File: src/hdl/decimal_number_string_parser_top_macros.svh
// Assertion macros for the decimal number string parser.
// Included by the RTL files that carry concurrent checks; no other dependencies.
`ifndef DECIMAL_NUMBER_STRING_PARSER_TOP_MACROS_SVH
`define DECIMAL_NUMBER_STRING_PARSER_TOP_MACROS_SVH

`ifndef ASSERT_OFF
// Checked outside reset.
`define DNSP_ASSERT(lbl, clk, rstn, prop, msg) \
  lbl: assert property (@(posedge clk) disable iff (!(rstn)) prop) else $error(msg);
// Checked at every edge, reset included.
`define DNSP_ASSERT_ALWAYS(lbl, clk, prop, msg) \
  lbl: assert property (@(posedge clk) prop) else $error(msg);
`else
`define DNSP_ASSERT(lbl, clk, rstn, prop, msg)
`define DNSP_ASSERT_ALWAYS(lbl, clk, prop, msg)
`endif

`endif

File: src/hdl/dnsp_pkg.sv
// Shared types and constants for the decimal number string parser.
// No dependencies; imported by every module of the block.
`default_nettype none

package dnsp_pkg;

  // Configuration register indexes
  localparam logic [7:0] CFG_MAX_DIV10     = 8'd0;
  localparam logic [7:0] CFG_LAST_DIGIT    = 8'd1;
  localparam logic [7:0] CFG_SIGNED_TARGET = 8'd2;
  localparam logic [7:0] CFG_KEEP_FRACTION = 8'd3;

  localparam logic [63:0] MAX_DIV10_RST  = 64'd1844674407370955161;
  localparam logic [3:0]  LAST_DIGIT_RST = 4'd5;

  // Result kinds
  localparam logic [1:0] KIND_INT   = 2'd0;
  localparam logic [1:0] KIND_FLOAT = 2'd1;
  localparam logic [1:0] KIND_BAD   = 2'd2;

  localparam logic [23:0] EXP_LIMIT  = 24'd1000000;
  localparam logic [23:0] EXP_CEIL   = 24'd10000009;
  localparam logic [4:0]  FRAC_MAX   = 5'd31;
  localparam int          QUEUE_DEPTH = 2;

  typedef enum logic [2:0] {
    CLS_DIGIT,
    CLS_DOT,
    CLS_EXP,
    CLS_PLUS,
    CLS_MINUS,
    CLS_BLANK,
    CLS_OTHER
  } char_class_e;

  typedef struct packed {
    char_class_e cls;
    logic [3:0]  digit;
    logic        is_last;
  } dnsp_item_t;

  typedef struct packed {
    logic [63:0] max_div10;
    logic [3:0]  last_digit;
    logic        signed_target;
    logic        keep_fraction;
  } dnsp_cfg_t;

endpackage

`default_nettype wire

File: src/hdl/dnsp_queue.sv
// Short word queue between the classifier and the parse engine.
// Depends on dnsp_pkg for the queued word type.
`default_nettype none

`include "decimal_number_string_parser_top_macros.svh"

module dnsp_queue
  import dnsp_pkg::*;
#(
  parameter int Depth = QUEUE_DEPTH
) (
  input  wire logic       clk_i,
  input  wire logic       rst_ni,
  input  wire logic       push_i,
  input  wire dnsp_item_t item_i,
  output logic            full_o,
  output logic            valid_o,
  output dnsp_item_t      item_o,
  input  wire logic       pop_i
);

  localparam int PtrW = (Depth > 1) ? $clog2(Depth) : 1;
  localparam int CntW = $clog2(Depth + 1);
  localparam logic [PtrW-1:0] PtrLast = PtrW'(Depth - 1);
  localparam logic [CntW-1:0] CntFull = CntW'(Depth);

  dnsp_item_t            mem_q [Depth];
  logic [PtrW-1:0]       wr_q, rd_q;
  logic [CntW-1:0]       cnt_q;
  logic                  do_push, do_pop;

  assign full_o  = (cnt_q == CntFull);
  assign valid_o = (cnt_q != '0);
  assign item_o  = mem_q[rd_q];
  assign do_push = push_i && !full_o;
  assign do_pop  = pop_i && valid_o;

  always_ff @(posedge clk_i or negedge rst_ni) begin
    if (!rst_ni) begin
      wr_q  <= '0;
      rd_q  <= '0;
      cnt_q <= '0;
    end else begin
      if (do_push) begin
        mem_q[wr_q] <= item_i;
        wr_q <= (wr_q == PtrLast) ? '0 : wr_q + 1'b1;
      end
      if (do_pop) begin
        rd_q <= (rd_q == PtrLast) ? '0 : rd_q + 1'b1;
      end
      unique case ({do_push, do_pop})
        2'b10:   cnt_q <= cnt_q + 1'b1;
        2'b01:   cnt_q <= cnt_q - 1'b1;
        default: cnt_q <= cnt_q;
      endcase
    end
  end

  `DNSP_ASSERT(a_cnt_bound, clk_i, rst_ni, cnt_q <= CntFull, "queue count past depth")
  `DNSP_ASSERT(a_empty_ptrs, clk_i, rst_ni, cnt_q == '0 |-> rd_q == wr_q, "empty queue with split pointers")
  `DNSP_ASSERT(a_push_lands, clk_i, rst_ni, do_push && !do_pop |=> cnt_q == $past(cnt_q) + 1'b1, "push lost")

endmodule

`default_nettype wire

File: src/hdl/dnsp_front.sv
// Character classifier: sorts each input character into a syntax class and digit.
// Depends on dnsp_pkg for the class enum and the queued word type.
`default_nettype none

module dnsp_front
  import dnsp_pkg::*;
(
  input  wire logic [7:0] char_code_i,
  input  wire logic       is_last_i,
  output dnsp_item_t      item_o
);

  logic is_digit;

  assign is_digit = (char_code_i >= 8'd48) && (char_code_i <= 8'd57);

  always_comb begin
    item_o.is_last = is_last_i;
    item_o.digit   = is_digit ? 4'(char_code_i - 8'd48) : 4'd0;
    if (is_digit) begin
      item_o.cls = CLS_DIGIT;
    end else begin
      unique case (char_code_i)
        8'd46:        item_o.cls = CLS_DOT;
        8'd69, 8'd101: item_o.cls = CLS_EXP;
        8'd43:        item_o.cls = CLS_PLUS;
        8'd45:        item_o.cls = CLS_MINUS;
        8'd32, 8'd9:  item_o.cls = CLS_BLANK;
        default:      item_o.cls = CLS_OTHER;
      endcase
    end
  end

endmodule

`default_nettype wire

File: src/hdl/dnsp_back.sv
// Parse engine: runs the field syntax state machine, digit accumulation and
// overflow checks, and holds the result in an output register. Uses dnsp_pkg.
`default_nettype none

`include "decimal_number_string_parser_top_macros.svh"

module dnsp_back
  import dnsp_pkg::*;
(
  input  wire logic         clk_i,
  input  wire logic         rst_ni,
  input  wire dnsp_cfg_t    cfg_i,
  input  wire logic         q_valid_i,
  input  wire dnsp_item_t   item_i,
  output logic              pop_o,
  output logic              out_valid_o,
  input  wire logic         out_stall_i,
  output logic [1:0]        kind_o,
  output logic [63:0]       magnitude_o,
  output logic              negative_o,
  output logic              overflow_o,
  output logic signed [24:0] scale_shift_o,
  output logic [7:0]        precision_o
);

  typedef enum logic [3:0] {
    ST_EMPTY, ST_SIGN, ST_INT, ST_FLOAT, ST_FRACT, ST_EXP, ST_EXPSIGN, ST_MANT, ST_BAD
  } parse_state_e;

  parse_state_e state_q, state_d, dig_st;
  logic         trail_q, trail_d;
  logic [63:0]  value_q, value_d, value_x10;
  logic [23:0]  exp_q, exp_d, exp_x10;
  logic [4:0]   frac_q, frac_d;
  logic [7:0]   cnt_q, cnt_d, cnt_inc;
  logic         neg_q, neg_d, ovf_q, ovf_d;
  logic         fits;

  logic [1:0]   res_kind;
  logic         res_ovf;
  logic [24:0]  res_scale;

  logic         out_valid_q;
  logic [1:0]   kind_q;
  logic [63:0]  mag_q;
  logic         neg_out_q, ovf_out_q;
  logic [24:0]  scale_q;
  logic [7:0]   prec_q;

  assign value_x10 = (value_q << 3) + (value_q << 1);
  assign exp_x10   = (exp_q << 3) + (exp_q << 1);
  assign cnt_inc   = (cnt_q == 8'hFF) ? cnt_q : cnt_q + 8'd1;
  assign fits      = (value_q < cfg_i.max_div10) ||
                     ((value_q == cfg_i.max_div10) && (item_i.digit <= cfg_i.last_digit));

  // Only a field end needs the output slot
  assign pop_o = q_valid_i && (!item_i.is_last || !out_valid_q || !out_stall_i);

  always_comb begin
    unique case (state_q)
      ST_EMPTY, ST_SIGN:  dig_st = ST_INT;
      ST_FLOAT:           dig_st = ST_FRACT;
      ST_EXP, ST_EXPSIGN: dig_st = ST_MANT;
      default:            dig_st = state_q;
    endcase
  end

  always_comb begin
    state_d = state_q;
    trail_d = trail_q;
    value_d = value_q;
    exp_d   = exp_q;
    frac_d  = frac_q;
    cnt_d   = cnt_q;
    neg_d   = neg_q;
    ovf_d   = ovf_q;
    if (state_q != ST_BAD) begin
      if (trail_q) begin
        if (item_i.cls != CLS_BLANK) state_d = ST_BAD;
      end else begin
        unique case (item_i.cls)
          CLS_DIGIT: begin
            state_d = dig_st;
            if (dig_st == ST_INT) begin
              cnt_d = cnt_inc;
              if (fits) value_d = value_x10 + 64'(item_i.digit);
              else      ovf_d   = 1'b1;
            end else if (dig_st == ST_FRACT) begin
              if (cfg_i.keep_fraction && fits && frac_q < FRAC_MAX) begin
                cnt_d   = cnt_inc;
                frac_d  = frac_q + 5'd1;
                value_d = value_x10 + 64'(item_i.digit);
              end
            end else if (dig_st == ST_MANT) begin
              if (exp_q > EXP_LIMIT) ovf_d = 1'b1;
              else                   exp_d = exp_x10 + 24'(item_i.digit);
            end
          end
          CLS_DOT: state_d = (state_q == ST_INT) ? ST_FLOAT : ST_BAD;
          CLS_EXP: begin
            if (state_q == ST_INT || state_q == ST_FLOAT || state_q == ST_FRACT) begin
              state_d = ST_EXP;
            end else begin
              state_d = ST_BAD;
            end
          end
          CLS_PLUS, CLS_MINUS: begin
            if (state_q == ST_EMPTY) begin
              state_d = ST_SIGN;
              if (item_i.cls == CLS_MINUS) neg_d = 1'b1;
            end else if (state_q == ST_EXP) begin
              state_d = ST_EXPSIGN;
            end else begin
              state_d = ST_BAD;
            end
          end
          CLS_BLANK: begin
            if (state_q != ST_EMPTY) trail_d = 1'b1;
          end
          default: state_d = ST_BAD;
        endcase
      end
    end
  end

  always_comb begin
    priority if (state_d == ST_FLOAT || state_d == ST_FRACT || state_d == ST_MANT) begin
      res_kind = KIND_FLOAT;
    end else if (state_d == ST_INT) begin
      res_kind = KIND_INT;
    end else begin
      res_kind = KIND_BAD;
    end
    res_ovf   = ovf_d || (!cfg_i.signed_target && neg_d && (value_d != '0));
    res_scale = cfg_i.keep_fraction ? ({20'd0, frac_d} - {1'b0, exp_d}) : 25'd0;
  end

  always_ff @(posedge clk_i or negedge rst_ni) begin
    if (!rst_ni) begin
      state_q     <= ST_EMPTY;
      trail_q     <= 1'b0;
      value_q     <= '0;
      exp_q       <= '0;
      frac_q      <= '0;
      cnt_q       <= '0;
      neg_q       <= 1'b0;
      ovf_q       <= 1'b0;
      out_valid_q <= 1'b0;
      kind_q      <= KIND_BAD;
      mag_q       <= '0;
      neg_out_q   <= 1'b0;
      ovf_out_q   <= 1'b0;
      scale_q     <= '0;
      prec_q      <= '0;
    end else begin
      if (pop_o && item_i.is_last) begin
        // Emit the result and clear the field
        out_valid_q <= 1'b1;
        kind_q      <= res_kind;
        if (res_kind == KIND_BAD) begin
          mag_q     <= '0;
          neg_out_q <= 1'b0;
          ovf_out_q <= 1'b0;
          scale_q   <= '0;
          prec_q    <= '0;
        end else begin
          mag_q     <= value_d;
          neg_out_q <= neg_d && !res_ovf;
          ovf_out_q <= res_ovf;
          scale_q   <= res_scale;
          prec_q    <= cnt_d;
        end
        state_q <= ST_EMPTY;
        trail_q <= 1'b0;
        value_q <= '0;
        exp_q   <= '0;
        frac_q  <= '0;
        cnt_q   <= '0;
        neg_q   <= 1'b0;
        ovf_q   <= 1'b0;
      end else begin
        if (!out_stall_i) out_valid_q <= 1'b0;
        if (pop_o) begin
          state_q <= state_d;
          trail_q <= trail_d;
          value_q <= value_d;
          exp_q   <= exp_d;
          frac_q  <= frac_d;
          cnt_q   <= cnt_d;
          neg_q   <= neg_d;
          ovf_q   <= ovf_d;
        end
      end
    end
  end

  assign out_valid_o   = out_valid_q;
  assign kind_o        = kind_q;
  assign magnitude_o   = mag_q;
  assign negative_o    = neg_out_q;
  assign overflow_o    = ovf_out_q;
  assign scale_shift_o = scale_q;
  assign precision_o   = prec_q;

  `DNSP_ASSERT(a_last_emits, clk_i, rst_ni, pop_o && item_i.is_last |=> out_valid_q, "field end gave no result")
  `DNSP_ASSERT(a_last_clears, clk_i, rst_ni, pop_o && item_i.is_last |=> state_q == ST_EMPTY && value_q == '0 && !trail_q, "field state not cleared")
  `DNSP_ASSERT(a_ovf_not_neg, clk_i, rst_ni, out_valid_q && ovf_out_q |-> !neg_out_q, "negative flag with overflow")
  `DNSP_ASSERT_ALWAYS(a_exp_bound, clk_i, !rst_ni || exp_q <= EXP_CEIL, "exponent past its ceiling")

endmodule

`default_nettype wire

File: src/hdl/decimal_number_string_parser_top.sv
// Top level of the decimal number string parser: configuration registers,
// classifier, word queue and parse engine. Uses dnsp_pkg and the dnsp_* modules.
//
//  channel  direction  handshake                  payload
//  in       sink       in_valid_i / in_stall_o    char_code_i, is_last_i
//  out      source     out_valid_o / out_stall_i  kind_o .. precision_o
//  cfg      sink       cfg_valid_i / cfg_ready_o  cfg_index_i, cfg_data_i
//
// One character per cycle sustained while no field end waits on a stalled result;
// the parse engine's update (multiply-by-ten add, compare to max_div10) sets that figure.
// A last character passes through the word queue; its result is held in the engine's output register.
// Reset clears the field state and loads the register defaults; no sweep follows.
// A stalled result blocks only the next field end; other characters keep flowing
// until the queue fills, then in_stall_o rises.
`default_nettype none

module decimal_number_string_parser_top
  import dnsp_pkg::*;
#(
  parameter int QueueDepth = QUEUE_DEPTH
) (
  input  wire logic          clk_i,
  input  wire logic          rst_ni,
  input  wire logic          in_valid_i,
  output logic               in_stall_o,
  input  wire logic [7:0]    char_code_i,
  input  wire logic          is_last_i,
  output logic               out_valid_o,
  input  wire logic          out_stall_i,
  output logic [1:0]         kind_o,
  output logic [63:0]        magnitude_o,
  output logic               negative_o,
  output logic               overflow_o,
  output logic signed [24:0] scale_shift_o,
  output logic [7:0]         precision_o,
  input  wire logic          cfg_valid_i,
  output logic               cfg_ready_o,
  input  wire logic [7:0]    cfg_index_i,
  input  wire logic [63:0]   cfg_data_i
);

  dnsp_cfg_t  cfg_q;
  dnsp_item_t front_item, q_item;
  logic       q_full, q_valid, q_pop;

  assign cfg_ready_o = 1'b1;

  always_ff @(posedge clk_i or negedge rst_ni) begin
    if (!rst_ni) begin
      cfg_q.max_div10     <= MAX_DIV10_RST;
      cfg_q.last_digit    <= LAST_DIGIT_RST;
      cfg_q.signed_target <= 1'b0;
      cfg_q.keep_fraction <= 1'b1;
    end else if (cfg_valid_i && cfg_ready_o) begin
      unique case (cfg_index_i)
        CFG_MAX_DIV10:     cfg_q.max_div10     <= cfg_data_i;
        CFG_LAST_DIGIT:    cfg_q.last_digit    <= cfg_data_i[3:0];
        CFG_SIGNED_TARGET: cfg_q.signed_target <= cfg_data_i[0];
        CFG_KEEP_FRACTION: cfg_q.keep_fraction <= cfg_data_i[0];
        default:           cfg_q <= cfg_q;
      endcase
    end
  end

  dnsp_front u_front (
    .char_code_i (char_code_i),
    .is_last_i   (is_last_i),
    .item_o      (front_item)
  );

  dnsp_queue #(
    .Depth (QueueDepth)
  ) u_queue (
    .clk_i   (clk_i),
    .rst_ni  (rst_ni),
    .push_i  (in_valid_i),
    .item_i  (front_item),
    .full_o  (q_full),
    .valid_o (q_valid),
    .item_o  (q_item),
    .pop_i   (q_pop)
  );

  assign in_stall_o = q_full;

  dnsp_back u_back (
    .clk_i         (clk_i),
    .rst_ni        (rst_ni),
    .cfg_i         (cfg_q),
    .q_valid_i     (q_valid),
    .item_i        (q_item),
    .pop_o         (q_pop),
    .out_valid_o   (out_valid_o),
    .out_stall_i   (out_stall_i),
    .kind_o        (kind_o),
    .magnitude_o   (magnitude_o),
    .negative_o    (negative_o),
    .overflow_o    (overflow_o),
    .scale_shift_o (scale_shift_o),
    .precision_o   (precision_o)
  );

endmodule

`default_nettype wire

File: config.mk
export PLATFORM = sky130hd
export DESIGN_NAME = decimal_number_string_parser_top
export DESIGN_NICKNAME = d
export VERILOG_FILES = /design/src/hdl/dnsp_pkg.sv /design/src/hdl/dnsp_queue.sv /design/src/hdl/dnsp_front.sv /design/src/hdl/dnsp_back.sv /design/src/hdl/decimal_number_string_parser_top.sv
export VERILOG_INCLUDE_DIRS = /design/src /design/src/hdl
export SDC_FILE = /design/constraint.sdc
export NUM_CORES = 1
export LEC_CHECK = 0
export ABC_AREA = 1
export BUFFER_PORTS_ARGS = -buffer_cell sky130_fd_sc_hd__buf_2
export CORE_UTILIZATION = 50
export DETAILED_ROUTE_END_ITERATION = 10
export PLACE_DENSITY = 0.7
export SYNTH_ARGS = -nofsm -noshare
export SYNTH_HDL_FRONTEND = slang
export SYNTH_HIERARCHICAL = 1
export SYNTH_SLANG_ARGS = --single-unit
File: constraint.sdc
create_clock -name clk_i -period 5.2 [get_ports clk_i]
set_input_delay 1.04 -clock clk_i [delete_from_list [all_inputs] [get_ports clk_i]]
set_output_delay 1.04 -clock clk_i [all_outputs]
set_load 0.1 [all_outputs]
==> reports/results.env <==
NUM_ANTENNA_CELLS=0
FP.DIEH_UM=217
START_KIND='flop'
CRITICALPATHCATEGORY='reg -> reg'
MAX_SLEW.WORST_PIN.SLEW_NS=0.871
GRT_MAX_DEGREE=114
TRITONCTS='done'
WORST_CLOCK_SKEW_NS=0.0288
DR.PASS1.ITERS=5
MIN_DELAY_PATH_CLASS='in -> async'
DRT.ANTENNA.VIOLATING_NETS=0
SETUP.WORST_PATH.END='u_back/overflow_o'
POWER.DENSITY_CELL_AREA_nW_PER_UM2=415
DIEAREA_UM2=47200
NUMPLACEDINSTANCES=4025
SYNTH_CELL_TYPES=57
CTS_MAX_PATH_BUFFERS=3
SYNTH_ENABLE_FLOP_CELLS=16
FINAL-INSTANCE-COUNT-EXCL-FILL=4089
YOSYSWARNINGS=6
FILLER_CELL_COUNT=4472
POST-DP-HPWL_UM=50100
SEQUENTIAL_TO_TOTAL_AREA_SHARE_FROM_YOSYS_STAT_PCT=32.9
CLK-INSERTION-DELAY-LATE_NS=0.56
SYNTH.CELL_AREA_UM2=23200
ROUTE.VIAS.TOTAL=21679
GLOBALROUTETOTALUTIL_PCT=28.0
DRC_ERRORS=0
SYNTH-ASYNC-RESET-RATIO_PCT=94.7
AREA_OF_ALL_PLACED_CELLS_WITHOUT_FILLERS_UM2=25800
CLOCK_SINKS=300
SLEW_VIOLATIONS=0
CRIT_FANOUT=10
ANTENNA_VIOLATIONS_BEFORE_REPAIR=0
PEAKVDDDROP_mV=0.462
VIAS_IN_THE_FIRST_GLOBAL_ROUTE=20529
SLOWEST_DELAY_NS=0.53
STATUS='finished clean'
TIMING.FINAL.SETUP_VIOLATIONS=0
FMAX_MHz=212
SYNTH_CELLS=3303
ROUTED_WL_UM=65200
WL_PER_CELL_UM=15.9
TIMING.CRITICAL_PATH.SLOWEST_STAGE_CELL='fa_1'
UNREPAIRED_SETUP_ENDPOINTS_AFTER_GLOBAL_ROUTING='false'
TIMING.RR.START='u_queue/rd_q'
HOLD_VIOL_FINAL=0
POST-LAYOUT-TOTAL-POWER_mW=10.7
YS_SEQ_ELEMENTS=300
SYNTHESIS.AREA_PER_INSTANCE_UM2=7.02
NUMBER_OF_BUFFERS_ADDED_ON_PORTS=188
AVGVIACOUNTPERCELL=5.30
POSTSYNTHNETCOUNT=3635
FIRST_PASS_GRT_WIRE_LENGTH_UM=106000
DIE_X_UM=217
INITIAL_UTILIZATION_PCT=50.9
NETLIST.AREA_LEADER.SHARE_PCT=26.9
END_KIND='flop'
ROW_COUNT=78
YOSYS.CELL_COUNT.TOP_TYPE='nand2_1'
FINAL.SETUP.TNS_NS=0
FINALWORSTPATHREQUIREDPERIOD_NS=4.71
CP.ARRIVAL_NS=5.16
CELLLEAKAGEPOWER_nW=14.1
WORST_PATH_MOST_REPEATED_CELL='nand2_1'
YS.FLOP_TYPE='dfrtp_1'
CP_REQUIRED_NS=5.65
DRT_FIRST_ITER_VIOLATIONS=1569
GP_CONGESTION=0.989
NET_COUNT_FINAL=3795
MAX-CAP-VIOLATIONS=0
NUM_PORTS=190
CORE_REGION_AREA_UM2=45600
WORSTREG2REGEND='u_back/overflow_o'
MAXSLEWHEADROOM_PCT=41.9
POST_SYNTH_MAIN_AREA_CONTRIBUTORS='dfrtp_1, nand2_1, ha_1'
SYNTHTOPCELLSBYCOUNT='nand2_1, inv_1, dfrtp_1, nor2_1, ha_1'
DPL-INSTANCE-AREA_UM2=24600
REG2REG_SETUP_SLACK_NS=0.49
GRT_OVERFLOW_TOTAL=0
RR_WORST_DEPTH=29
CTS_HTREE_LEVELS=2
MULTI_INPUT_AREA_UM2=13300
FIN_CRIT_SH_PCT=90.6
AREA_GROWTH_FROM_SYNTHESIS_TO_LAYOUT_PCT=11.1
CTS.ROOT.BUFFER_CELL='clkbuf_16'
WORST_SETUP_HOLD_PATH_CLK_SLEW_NS=0.06
SYNTH_TOP_AREA_CELL='dfrtp_1'
SEQUENTIAL_CELL_AREA_UM2=7630
TRITONCTS_BUFFERS=36
SETUP.WORST_PATH.START='u_queue/rd_q'
FINAL_LAYOUT_SIZE_SUFFIX_GT1_SHARE_PCT=10.6
[logic make-up (layout without fill, tap and decap cells)]
kind of cell,after synthesis,count (layout),share of synthesized area [%]
and+or+nand+nor,1603,1603,28.4
other,1,1,0.0162
AOI/OAI and AO/OA,510,510,12.4
adders and majority gates,246,246,13.4
xor gates and xnor gates,82,82,3.10
buffers and inverters,561,747,9.72
DFF,300,300,32.9
[area by class of cell]
type / instances / share of cell area (%)
clock buffer: 49 / 3.80
inverter: 473 / 6.90
tap: 600 / 2.91
timing repair buffer: 210 / 4.43
clock inverter: 15 / 0.573
sequential: 300 / 29.6
multi-input combinational: 2442 / 51.8
[registers in the layout, indices dropped and copies added, names as in the netlist, 4 cells and up]
name                  count
cfg_q                    70
u_back/cnt_q              8
u_back/exp_q             24
u_back/magnitude_o       64
u_back/state_q            4
u_back/scale_shift_o     25
u_back/precision_o        8
u_back/value_q           64
u_queue/mem_q            16
u_back/frac_q             5
[placed cells by master (no fill, tap or decap), types with 10 or more instances in the layout]
| master | count |
|---|---|
| nand3_1 | 201 |
| inv_2 | 12 |
| o21ai_0 | 204 |
| o21bai_1 | 16 |
| xnor2_1 | 31 |
| dfstp_2 | 35 |
| o22ai_1 | 60 |
| nor3_1 | 24 |
| o2111ai_1 | 13 |
| nor2_2 | 17 |
| nand2_1 | 1038 |
| nor4_1 | 10 |
| inv_1 | 460 |
| nand2_2 | 12 |
| nor2_1 | 247 |
| dfrtp_1 | 249 |
| buf_4 | 20 |
| nand4_1 | 20 |
| a21oi_1 | 143 |
| xor2_1 | 51 |
| edfxtp_1 | 16 |
| o21ai_1 | 30 |
| nand3_2 | 10 |
| clkbuf_16 | 36 |
| ha_1 | 241 |
| buf_2 | 187 |
| clkbuf_1 | 10 |
[timing repair]
item,CTS,global route
hold buffers,0,0
buffers inserted,0,0
resized for setup,0,5
endpoints found under the setup margin,0,9
[routing by layer]
metal  GRT usage, %  share of wire, %  vias up
met3           4.15               6.1       90
met5              0                 0        -
li1               -                 -    10987
met4           7.82               2.4        0
met2           43.9                44      576
met1           40.0                48    10026
[power by group]
part           total, mW  switching, mW  leakage [nW]  internal (mW)
clock               2.45           1.02         0.542           1.43
combinational       5.33           3.83          9.61           1.50
sequential          2.92          0.286          3.96           2.63
[through the flow]
step / hold WS [ns] / setup slack (ns) / util, %
2_1_floorplan: 0.442 / 1.31 / -
3_3_place_gp: 0.453 / 0.445 / 54.0
3_5_place_dp: 0.454 / 0.231 / 54.0
4_1_cts: 0.426 / 0.207 / 56.5
5_1_grt: 0.463 / 0.0132 / 56.5
6_report: 0.419 / 0.489 / 56.5
[worst min-delay path by stage]
| stage | slack [ns] | to | startpoint |
|---|---|---|---|
| 2_1_floorplan | 0.44 | cfg_q[11] | cfg_q[11] |
| 3_3_place_gp | 0.45 | cfg_q[4] | cfg_q[4] |
| 3_5_place_dp | 0.45 | cfg_q[26] | cfg_q[26] |
| 4_1_cts | 0.43 | u_back/value_q[3] | rst_ni |
| 5_1_grt | 0.46 | u_back/value_q[1] | rst_ni |
| 6_report | 0.42 | u_back/value_q[4] | rst_ni |
[critical path: cells and delay by family (launching register included)]
family	cells	cell delay [ns]
and+or+nand+nor	22	2.46
adders and majority gates	2	1.02
DFF	1	0.49
buffers and inverters	3	0.37
xor gates and xnor gates	1	0.14
AOI/OAI and AO/OA	1	0.14
(Power assumes the default switching activity.)
